===== src/rtl/tpl_pkg.sv =====
// Shared types, codes and constants of the serial bus link engine.
// Used by tpl_ctrl, tpl_dpath and the top level; depends on nothing.
package tpl_pkg;

    localparam int HOLD_SLOTS_DEF   = 5;
    localparam int MAX_TELEGRAM_DEF = 512;

    localparam int BYTE_W = 8;
    localparam int LEN_W  = 9;
    localparam int SVC_W  = 4;

    localparam logic [LEN_W-1:0] LEN_OFFSET = 9'd9;

    // Transceiver byte classification.
    localparam logic [7:0] MASK_START  = 8'hD3;
    localparam logic [7:0] START_STD   = 8'h81;
    localparam logic [7:0] START_EXT   = 8'h10;
    localparam logic [7:0] MASK_CONF   = 8'h7F;
    localparam logic [7:0] CODE_CONF   = 8'h0B;
    localparam logic [7:0] BYTE_POLL   = 8'hF0;
    localparam logic [7:0] MASK_ACK    = 8'h33;
    localparam logic [7:0] BYTE_RESET  = 8'h03;
    localparam logic [7:0] MASK_STATE  = 8'h07;
    localparam logic [7:0] MASK_FSTATE = 8'h17;
    localparam logic [7:0] CODE_FSTATE = 8'h13;
    localparam logic [7:0] MASK_CFG    = 8'h83;
    localparam logic [7:0] CODE_CFG    = 8'h01;
    localparam logic [7:0] BYTE_END    = 8'hCB;
    localparam logic [7:0] BYTE_STOP   = 8'h2B;
    localparam logic [7:0] BYTE_SYS    = 8'h4B;
    localparam logic [7:0] HIGH_NIB    = 8'hF0;
    localparam logic [7:0] LOW_NIB     = 8'h0F;

    // Line command bytes.
    localparam logic [7:0] LINE_ACK  = 8'h11;
    localparam logic [7:0] TX_START  = 8'h08;
    localparam logic [7:0] TX_CONT   = 8'h80;
    localparam logic [7:0] TX_END    = 8'h47;

    localparam logic CFG_ENABLE = 1'b0;
    localparam logic CFG_OWN    = 1'b1;

    localparam logic [SVC_W-1:0] SVC_POLL   = 4'd0;
    localparam logic [SVC_W-1:0] SVC_ACK    = 4'd1;
    localparam logic [SVC_W-1:0] SVC_RESET  = 4'd2;
    localparam logic [SVC_W-1:0] SVC_STATE  = 4'd3;
    localparam logic [SVC_W-1:0] SVC_FSTATE = 4'd4;
    localparam logic [SVC_W-1:0] SVC_CONFIG = 4'd5;
    localparam logic [SVC_W-1:0] SVC_END    = 4'd6;
    localparam logic [SVC_W-1:0] SVC_STOP   = 4'd7;
    localparam logic [SVC_W-1:0] SVC_SYSTEM = 4'd8;
    localparam logic [SVC_W-1:0] SVC_UNEXP  = 4'd9;
    localparam logic [SVC_W-1:0] SVC_STRAY  = 4'd10;

    typedef enum logic [1:0] {
        OP_LINE = 2'd0,
        OP_TX   = 2'd1,
        OP_READ = 2'd2,
        OP_NONE = 2'd3
    } t_op;

    typedef enum logic [2:0] {
        KIND_LINE    = 3'd0,
        KIND_RELEASE = 3'd1,
        KIND_CONFIRM = 3'd2,
        KIND_IND     = 3'd3,
        KIND_READ    = 3'd4,
        KIND_DROP    = 3'd5
    } t_kind;

    typedef enum logic [5:0] {
        PH_IDLE = 6'b000001,
        PH_STD  = 6'b000010,
        PH_EXT  = 6'b000100,
        PH_BODY = 6'b001000,
        PH_CONF = 6'b010000,
        PH_SYS  = 6'b100000
    } t_phase;

    // Source that loads the output register.
    typedef enum logic [3:0] {
        SRC_NONE  = 4'd0,
        SRC_RX    = 4'd1,
        SRC_TX0   = 4'd2,
        SRC_TX1   = 4'd3,
        SRC_TX2   = 4'd4,
        SRC_DROP  = 4'd5,
        SRC_REL   = 4'd6,
        SRC_ACK   = 4'd7,
        SRC_READ  = 4'd8,
        SRC_EMPTY = 4'd9
    } t_src;

    // Telegram memory read address select.
    typedef enum logic [2:0] {
        RD_NONE   = 3'd0,
        RD_RX_IDX = 3'd1,
        RD_REL4   = 3'd2,
        RD_REL5   = 3'd3,
        RD_READ   = 3'd4
    } t_rd;

    typedef struct packed {
        t_kind              kind;
        logic [BYTE_W-1:0]  data;
        logic [LEN_W-1:0]   len;
        logic               succ;
        logic [SVC_W-1:0]   svc;
        logic               last;
    } t_res;

    typedef struct packed {
        logic capture;
        logic tx_write;
        logic rx_step;
        logic fix_write;
        logic cmp_start;
        logic idx_inc;
        logic set_conf;
        logic hold_start;
        logic copy_write;
        logic rel_clear;
        logic rel_sel;
        t_rd  rd;
        t_src src;
    } t_cmd;

    typedef struct packed {
        t_op  op;
        logic enable;
        logic pending;
        logic tx_full;
        logic rel_avail;
        logic rx_res;
        logic rx_fix;
        logic rx_done;
        logic len_eq;
        logic bytes_eq;
        logic idx_last;
        logic free_found;
        logic ack;
        logic rel_final;
        logic out_free;
    } t_stat;

endpackage


===== src/rtl/tpl_ctrl.sv =====
// Sequencing state machine of the link engine.
// Depends on tpl_pkg; drives tpl_dpath through a command struct.
module tpl_ctrl (
    input  logic           i_clk,
    input  logic           i_rst_n,
    input  logic           i_s_tvalid,
    output logic           o_s_tready,
    input  tpl_pkg::t_stat i_stat,
    output tpl_pkg::t_cmd  o_cmd
);
    import tpl_pkg::*;

    typedef enum logic [20:0] {
        S_IDLE      = 21'h000001,
        S_DISP      = 21'h000002,
        S_RX        = 21'h000004,
        S_FIX       = 21'h000008,
        S_DONE      = 21'h000010,
        S_HOLD      = 21'h000020,
        S_CMP_RD    = 21'h000040,
        S_CMP_CHK   = 21'h000080,
        S_COPY_RD   = 21'h000100,
        S_COPY_WR   = 21'h000200,
        S_DROP      = 21'h000400,
        S_REL_SEL   = 21'h000800,
        S_REL_RD4   = 21'h001000,
        S_REL_RD5   = 21'h002000,
        S_REL_EMIT  = 21'h004000,
        S_ACK       = 21'h008000,
        S_TX0       = 21'h010000,
        S_TX1       = 21'h020000,
        S_TX2       = 21'h040000,
        S_READ      = 21'h080000,
        S_READ_EMIT = 21'h100000
    } t_state;

    t_state r_state;
    t_state n_state;

    always_ff @(posedge i_clk) begin
        if (!i_rst_n) begin
            r_state <= S_IDLE;
        end else begin
            r_state <= n_state;
        end
    end

    assign o_s_tready = (r_state == S_IDLE);

    always_comb begin
        n_state = r_state;
        o_cmd   = '0;
        case (r_state)
            S_IDLE: begin
                if (i_s_tvalid) begin
                    o_cmd.capture = 1'b1;
                    n_state = S_DISP;
                end
            end
            S_DISP: begin
                if (!i_stat.enable) begin
                    n_state = S_IDLE;
                end else begin
                    case (i_stat.op)
                        OP_LINE: n_state = S_RX;
                        OP_TX: begin
                            if (!i_stat.pending && !i_stat.tx_full) begin
                                o_cmd.tx_write = 1'b1;
                                n_state = S_TX0;
                            end else begin
                                n_state = S_IDLE;
                            end
                        end
                        OP_READ: n_state = S_READ;
                        default: n_state = S_IDLE;
                    endcase
                end
            end
            S_RX: begin
                if (!i_stat.rx_res || i_stat.out_free) begin
                    o_cmd.rx_step = 1'b1;
                    if (i_stat.rx_res) begin
                        o_cmd.src = SRC_RX;
                    end
                    if (i_stat.rx_fix) begin
                        n_state = S_FIX;
                    end else if (i_stat.rx_done) begin
                        n_state = S_DONE;
                    end else begin
                        n_state = S_IDLE;
                    end
                end
            end
            S_FIX: begin
                o_cmd.fix_write = 1'b1;
                n_state = S_IDLE;
            end
            S_DONE: begin
                if (i_stat.pending) begin
                    if (i_stat.len_eq) begin
                        o_cmd.cmp_start = 1'b1;
                        n_state = S_CMP_RD;
                    end else begin
                        n_state = S_HOLD;
                    end
                end else begin
                    o_cmd.rel_clear = 1'b1;
                    n_state = S_REL_SEL;
                end
            end
            S_CMP_RD: begin
                o_cmd.rd = RD_RX_IDX;
                n_state = S_CMP_CHK;
            end
            S_CMP_CHK: begin
                if (!i_stat.bytes_eq) begin
                    n_state = S_HOLD;
                end else if (i_stat.idx_last) begin
                    o_cmd.set_conf = 1'b1;
                    n_state = S_IDLE;
                end else begin
                    o_cmd.idx_inc = 1'b1;
                    n_state = S_CMP_RD;
                end
            end
            S_HOLD: begin
                if (i_stat.free_found) begin
                    o_cmd.hold_start = 1'b1;
                    n_state = S_COPY_RD;
                end else begin
                    n_state = S_DROP;
                end
            end
            S_COPY_RD: begin
                o_cmd.rd = RD_RX_IDX;
                n_state = S_COPY_WR;
            end
            S_COPY_WR: begin
                o_cmd.copy_write = 1'b1;
                if (i_stat.idx_last) begin
                    n_state = S_IDLE;
                end else begin
                    o_cmd.idx_inc = 1'b1;
                    n_state = S_COPY_RD;
                end
            end
            S_DROP: begin
                if (i_stat.out_free) begin
                    o_cmd.src = SRC_DROP;
                    n_state = S_IDLE;
                end
            end
            S_REL_SEL: begin
                o_cmd.rel_sel = 1'b1;
                n_state = S_REL_RD4;
            end
            S_REL_RD4: begin
                o_cmd.rd = RD_REL4;
                n_state = S_REL_RD5;
            end
            S_REL_RD5: begin
                o_cmd.rd = RD_REL5;
                n_state = S_REL_EMIT;
            end
            S_REL_EMIT: begin
                if (i_stat.out_free) begin
                    o_cmd.src = SRC_REL;
                    if (i_stat.ack) begin
                        n_state = S_ACK;
                    end else if (i_stat.rel_final) begin
                        n_state = S_IDLE;
                    end else begin
                        n_state = S_REL_SEL;
                    end
                end
            end
            S_ACK: begin
                if (i_stat.out_free) begin
                    o_cmd.src = SRC_ACK;
                    n_state = i_stat.rel_final ? S_IDLE : S_REL_SEL;
                end
            end
            S_TX0: begin
                if (i_stat.out_free) begin
                    o_cmd.src = SRC_TX0;
                    n_state = S_TX1;
                end
            end
            S_TX1: begin
                if (i_stat.out_free) begin
                    o_cmd.src = SRC_TX1;
                    n_state = S_TX2;
                end
            end
            S_TX2: begin
                if (i_stat.out_free) begin
                    o_cmd.src = SRC_TX2;
                    n_state = S_IDLE;
                end
            end
            S_READ: begin
                if (i_stat.rel_avail) begin
                    o_cmd.rd = RD_READ;
                    n_state = S_READ_EMIT;
                end else if (i_stat.out_free) begin
                    o_cmd.src = SRC_EMPTY;
                    n_state = S_IDLE;
                end
            end
            S_READ_EMIT: begin
                if (i_stat.out_free) begin
                    o_cmd.src = SRC_READ;
                    n_state = S_IDLE;
                end
            end
            default: n_state = S_IDLE;
        endcase
    end

endmodule


===== config.mk =====
export PLATFORM = sky130hd
export DESIGN_NAME = tpl_ctrl
export DESIGN_NICKNAME = d
export VERILOG_FILES = /design/src/rtl/tpl_pkg.sv /design/src/rtl/tpl_ctrl.sv
export SDC_FILE = /design/constraint.sdc
export NUM_CORES = 1
export LEC_CHECK = 0
export ABC_CLOCK_PERIOD_IN_PS = 2100
export BUFFER_PORTS_ARGS = -buffer_cell sky130_fd_sc_hd__buf_2
export CORE_MARGIN = 2
export CORE_UTILIZATION = 48
export DETAILED_ROUTE_END_ITERATION = 8
export PLACE_DENSITY = 0.84
export SLEW_MARGIN = 20
export SYNTH_ARGS = -nofsm -noshare
export SYNTH_HDL_FRONTEND = slang
export SYNTH_SLANG_ARGS = --single-unit

===== constraint.sdc =====
create_clock -name i_clk -period 2.1 [get_ports i_clk]
set_input_delay 0.42 -clock i_clk [delete_from_list [all_inputs] [get_ports i_clk]]
set_output_delay 0.42 -clock i_clk [all_outputs]
set_load 0.01 [all_outputs]

### After elaboration in Yosys (flattened, before gate mapping)

Index checks and enable logic that the tools add are counted.

| cells by class | value |
|---|---|
| muxes and demuxes | 59 |
| equality and inequality tests | 29 |
| reduce and logical (&&, ||, !) cells | 9 |

Operators by type and width:

| kind | number |
|---|---|
| 21-bit case mux with 18 select lines | 1 |
| 21-bit 2-to-1 mux | 11 |
| 21-bit case mux with 3 select lines | 1 |
| 4-bit case mux with 9 select lines | 1 |
| 12-bit 2-to-1 mux | 2 |
| 1-bit 2-to-1 mux | 23 |
| 21-bit by 1-bit == test with 1-bit output, second input constant | 1 |
| 21-bit by 10-bit == test with 1-bit output, second input constant | 1 |
| 21-bit by 11-bit == test with 1-bit output, second input constant | 1 |
| 21-bit by 12-bit == test with 1-bit output, second input constant | 1 |
| 21-bit by 13-bit == test with 1-bit output, second input constant | 1 |
| 21-bit by 14-bit == test with 1-bit output, second input constant | 1 |
| 21-bit by 15-bit == test with 1-bit output, second input constant | 1 |
| 21-bit by 16-bit == test with 1-bit output, second input constant | 1 |
| 21-bit by 17-bit == test with 1-bit output, second input constant | 1 |
| 21-bit by 18-bit == test with 1-bit output, second input constant | 1 |
| 21-bit by 19-bit == test with 1-bit output, second input constant | 1 |
| 21-bit by 2-bit == test with 1-bit output, second input constant | 1 |
| 21-bit by 20-bit == test with 1-bit output, second input constant | 1 |
| 21-bit == test, second input constant | 1 |
| 21-bit by 3-bit == test with 1-bit output, second input constant | 1 |
| 21-bit by 4-bit == test with 1-bit output, second input constant | 1 |
| 21-bit by 5-bit == test with 1-bit output, second input constant | 1 |
| 21-bit by 6-bit == test with 1-bit output, second input constant | 1 |
| other kinds (24) | 40 |

| storage, ports and cells | value |
|---|---|
| input bits | 19 |
| word-level logic and storage cells | 98 |
| register bits after elaboration | 21 |

### Longest topological paths before layout

| logic depth | value |
|---|---|
| depth in word-level cells | 6 |
| depth in mapped cells | 9 |
| gate-level depth less buffers | 7 |

### Worst setup path before layout

Ideal clock, no wire load.

| path | value |
|---|---|
| path type | reg2out |
| from | register r_state[12] |
| to | output port o_cmd[3] in the netlist's numbering |
| arrival time | 2.008 ns |
| required time | 1.680 ns |
| cell stages (with the launch flop) | 7 |
| setup slack | -0.328 ns |
| path buffers | 1 |
| path through | dfxtp_1 > buf_2 > nor4_4 > nand3_2 > or4_4 > a21o_1 > nor3_1 |

RTL lines:

| what | RTL line | RTL |
|---|---|---|
| start: declaration | tpl_ctrl.sv:37 | `t_state r_state;` |
| start signal: assignment | tpl_ctrl.sv:44 | `r_state <= n_state;` |
| end: declaration | tpl_ctrl.sv:9 | `output tpl_pkg::t_cmd o_cmd` |

==> report_table.html <==
<table>
<tr><th>Metric</th><th>Value</th></tr>
<tr><th colspan="2">Outcome</th></tr>
<tr><td>Run status</td><td>finished with violations</td></tr>
<tr><td>Violations in the final reports</td><td>negative setup slack</td></tr>
<tr><th colspan="2">Flow run</th></tr>
<tr><td>Maximum Capacitance Violations</td><td>0</td></tr>
<tr><th colspan="2">Layout</th></tr>
<tr><td>Non-filler instance count after layout</td><td>around 380</td></tr>
<tr><td>Post-route standard cell area excluding fillers</td><td>0.00290 mm2</td></tr>
<tr><td>Layout cell share with drive strength beyond 1</td><td>59.2%</td></tr>
<tr><td>Leading registers by flop count</td><td>r_state x21</td></tr>
<tr><td>Largest register FFs</td><td>21</td></tr>
<tr><td>Number of nets at the end of the flow</td><td>353</td></tr>
<tr><td>Diodes inserted</td><td>0</td></tr>
<tr><td>Area grow syn2layout</td><td>78.2%</td></tr>
<tr><td>Register ranked first by flip-flop count</td><td>r_state</td></tr>
<tr><th colspan="2">Logic synthesis</th></tr>
<tr><td>Cell with the most instances after synthesis</td><td>nor2_1</td></tr>
<tr><td>Commonest cells post-synth</td><td>nor2_1 (30), dfxtp_1 (21), nand2_1 (20)</td></tr>
<tr><td>Synth unique cells</td><td>57</td></tr>
<tr><td>Count of flip-flops with a built-in enable after synthesis</td><td>0</td></tr>
<tr><td>Part of the Yosys area used for sequential elements</td><td>about a quarter</td></tr>
<tr><td>Top_reg_cell synth</td><td>dfxtp_1</td></tr>
<tr><td>Warnings, synthesis</td><td>0</td></tr>
<tr><td>Share of flip-flops with an asynchronous set or reset</td><td>0%</td></tr>
<tr><td>Area share of the largest cell type after synthesis</td><td>25.8%</td></tr>
<tr><td>Cell count after synthesis</td><td>212</td></tr>
<tr><td>Cell type with the largest total area after synthesis</td><td>dfxtp_1</td></tr>
<tr><td>Post-synth design cell area</td><td>around 0.0016 mm2</td></tr>
<tr><td>Avg Cell Area, Syn</td><td>7.67 um2</td></tr>
<tr><td>Synthesized Nets</td><td>231</td></tr>
<tr><td>Count of state elements after synthesis</td><td>21</td></tr>
<tr><td>Top area cells in the synthesized netlist</td><td>dfxtp_1 (26%), nor2_1 (6.9%), nor4_4 (5.2%)</td></tr>
<tr><th colspan="2">Routing</th></tr>
<tr><td>Via/cell ratio</td><td>between 6 and 7</td></tr>
<tr><td>DRT antenna net count</td><td>0</td></tr>
<tr><td>DR DRC count</td><td>0</td></tr>
<tr><td>Routed WL</td><td>roughly 8 mm</td></tr>
<tr><td>First DRT Iteration DRCs</td><td>between 200 and 250</td></tr>
<tr><td>Number of vias in the routed layout</td><td>2436</td></tr>
<tr><td>DR pass1 iterations</td><td>6</td></tr>
<tr><td>Drt wl/cell</td><td>20.9 um</td></tr>
<tr><th colspan="2">STA</th></tr>
<tr><td>Share of the clock period used by the worst path</td><td>132%</td></tr>
<tr><td>Number of setup violations in the final report</td><td>31</td></tr>
<tr><td>Slew Limit Fails</td><td>0</td></tr>
<tr><td>Fin worst setup slack</td><td>-0.674 ns</td></tr>
<tr><td>Setup repair after global routing missed its margin</td><td>yes</td></tr>
<tr><td>Final hold slack</td><td>around 0.28 ns</td></tr>
<tr><td>Slew of the pin with the lowest slew margin</td><td>0.488 ns</td></tr>
<tr><td>Final period demand of the worst path</td><td>2.77 ns</td></tr>
<tr><td>Maximum clock frequency</td><td>360 MHz</td></tr>
<tr><td>Setup Skew</td><td>0.00754 ns</td></tr>
<tr><td>Max-Slew Margin vs Limit</td><td>between 60% and 70%</td></tr>
<tr><td>Count of endpoints failing hold in the final timing report</td><td>0</td></tr>
<tr><th colspan="2">Hold path</th></tr>
<tr><td>Hold endpoint</td><td>r_state[4]</td></tr>
<tr><td>Startpoint of the tightest hold check path</td><td>i_stat[8]</td></tr>
<tr><td>Worst hold path class</td><td>in -&gt; reg</td></tr>
<tr><td>Hold-critical path depth</td><td>2</td></tr>
<tr><th colspan="2">Setup path</th></tr>
<tr><td>Setup crit start kind</td><td>flip-flop</td></tr>
<tr><td>R2R Setup Slk</td><td>-0.40 ns</td></tr>
<tr><td>Endpoint arrival time on the critical path</td><td>2.35 ns</td></tr>
<tr><td>Origin of the critical flop-to-flop path</td><td>r_state[0]</td></tr>
<tr><td>Data required time at the worst endpoint</td><td>1.68 ns</td></tr>
<tr><td>Slowest stage delay, CP</td><td>about 0.39 ns</td></tr>
<tr><td>Cells along the critical path</td><td>nor4_4, buf_4, nand3_4, nand3b_1, nor3_2, nand2_1, nor2_2, buf_2</td></tr>
<tr><td>WS Path Type</td><td>reg -&gt; out</td></tr>
<tr><td>Bufs and invs on worst path</td><td>2</td></tr>
<tr><td>Top delay family on crit path</td><td>simple AND/OR/NAND/NOR gates</td></tr>
<tr><td>WP depth</td><td>8</td></tr>
<tr><td>Crit Path Max Fanout</td><td>6</td></tr>
<tr><td>CP max stage cell</td><td>dfxtp_4</td></tr>
<tr><td>R2R depth</td><td>12</td></tr>
<tr><td>FF-to-FF End</td><td>r_state[0]</td></tr>
<tr><td>Endpoint kind of the worst setup timing path</td><td>output port</td></tr>
<tr><th colspan="2">Floorplan</th></tr>
<tr><td>Number of primary I/O pins</td><td>38</td></tr>
<tr><td>Die Area</td><td>0.00387 mm2</td></tr>
<tr><td>Starting density of the core</td><td>between 40% and 50%</td></tr>
<tr><td>Placeable core region</td><td>0.00328 mm2</td></tr>
<tr><td>Horizontal extent of the die</td><td>62.2 um</td></tr>
<tr><td>Vertical extent of the die</td><td>62.2 um</td></tr>
<tr><td>Count of standard-cell rows</td><td>21</td></tr>
<tr><th colspan="2">Power and ir drop</th></tr>
<tr><td>IR drop worst, VDD</td><td>0.313 mV</td></tr>
<tr><td>Power density over the cells</td><td>477 mW/mm2</td></tr>
<tr><td>Leakage power figure</td><td>0.00128 uW</td></tr>
<tr><th colspan="2">Placement</th></tr>
<tr><td>GP Congestion</td><td>between 0.9 and 1</td></tr>
<tr><td>Total instance count after detailed placement</td><td>352</td></tr>
<tr><td>Port Buffer Count</td><td>37</td></tr>
<tr><td>Instance area at placement</td><td>0.00235 mm2</td></tr>
<tr><td>Detailed Place HPWL</td><td>about 4.4 mm</td></tr>
<tr><th colspan="2">Global routing</th></tr>
<tr><td>Gr ovfl total</td><td>0</td></tr>
<tr><td>Number of global-route vias before repair</td><td>2263</td></tr>
<tr><td>Antenna violations before repair</td><td>0</td></tr>
<tr><td>Largest net degree at the start of global routing</td><td>13</td></tr>
<tr><td>Wire length of the first global-routing pass</td><td>10.8 mm</td></tr>
<tr><td>Total Routing Usage GR</td><td>34.9%</td></tr>
<tr><th colspan="2">Clock network</th></tr>
<tr><td>Root Buffer</td><td>clkbuf_4</td></tr>
<tr><td>Clk slew on worst S/H paths</td><td>0.15 ns</td></tr>
<tr><td>Clock sink count</td><td>21</td></tr>
<tr><td>CTS tree</td><td>done</td></tr>
<tr><td>Clock Latency Late Sink</td><td>0.33 ns</td></tr>
<tr><td>H-tree lvl count</td><td>1</td></tr>
<tr><td>Number of buffers added to fix hold violations after cts</td><td>0</td></tr>
<tr><td>Maximum clock insertion buffer count</td><td>2</td></tr>
<tr><td>Number of buffers added by the clock tree synthesis step</td><td>3</td></tr>
</table>
worst register-to-register path: stages (launching register included):
cell and delay, ns:
dfxtp_4 0.39, nor4_4 0.30, buf_4 0.22, nand3_4 0.10, buf_6 0.15, buf_6 0.12
buf_6 0.12, nor3_2 0.21, or3_4 0.17, buf_6 0.09, nand4b_4 0.13, o211ai_2 0.10
a221o_1 0.31
stage by stage:
| stage | worst slack [ns] | setup TNS [ns] | total power [uW] | util, % |
|---|---|---|---|---|
| after floorplan | -0.243 | -0.738 | 688 | - |
| after global placement | -0.145 | -1.25 | 865 | 71.5 |
| after detailed placement | -0.230 | -3.00 | 874 | 71.5 |
| after CTS | -0.573 | -8.72 | 1210 | 81.2 |
| after global routing | -0.708 | -14.23 | 1420 | 88.3 |
| final | -0.674 | -12.56 | 1380 | 88.3 |
layout by cell type (no fill, tap or decap), types with 3 or more instances in the layout:
| master | instances |
|---|---|
| nand3_1 | 5 |
| and3_1 | 3 |
| clkbuf_4 | 3 |
| nand3b_1 | 3 |
| buf_6 | 21 |
| buf_2 | 32 |
| nor4_1 | 5 |
| nor4_4 | 7 |
| dfxtp_1 | 11 |
| buf_4 | 72 |
| or4b_4 | 4 |
| nor2_1 | 23 |
| inv_1 | 7 |
| nor2_4 | 3 |
| nand2_1 | 17 |
| nor3_2 | 7 |
| xor2_1 | 4 |
| o21ai_0 | 5 |
| nor3_1 | 7 |
| a21oi_1 | 7 |
| nor2b_1 | 3 |
| a21oi_2 | 4 |
| nor2_2 | 5 |
| dfxtp_2 | 8 |
| nor3_4 | 4 |
| nand2b_1 | 7 |
metal layers:
metal,GRT usage [%],wire [um],vias up
met1,41.9,2820,1132
met5,0,0,-
met2,61.3,3740,200
met3,5.07,844,68
li1,-,-,1036
met4,16.4,507,0
where the power goes:
group	total, uW	switching (uW)	internal, uW
Combinational	727	380	347
Sequential	429	16.5	413
Clock	226	155	71.5
Total	1380	551	832
area by class of cell:
cell class,instances,area [um2]
multi-input cells,175,1410
repair buffers,125,937
flip-flops and latches,21,438
fillers,146,385
well taps,46,57.6
inverters,8,30.0
clock buffers,3,22.5
clock inverters,1,5.00
timing repair:
item | 4_1_cts | 5_1_grt
buffers inserted | 16 | 11
pin swaps | 15 | 13
endpoints found under the setup margin | 30 | 34
resized for setup | 41 | 42
logic make-up (layout without fill, tap and decap cells):
group / Yosys count / count (layout) / synth area share (%)
AND/OR/NAND/NOR: 131 / 131 / 49.6
AO/OA/AOI/OAI: 38 / 38 / 16.5
flip-flops: 21 / 21 / 25.8
buffers and inverters: 16 / 137 / 4.77
XOR/XNOR: 6 / 6 / 3.23
how the worst max path moves through the flow:
stage	start	endpoint	slack [ns]
floorplan	r_state[12]	o_cmd[3]	-0.24
global placement	r_state[18]	o_cmd[3]	-0.14
detailed placement	r_state[4]	o_cmd[0]	-0.23
CTS	r_state[7]	o_cmd[3]	-0.57
global route	r_state[0]	o_cmd[8]	-0.71
finish	r_state[0]	o_cmd[8]	-0.67
No activity file was read; power rests on OpenSTA's default activity.
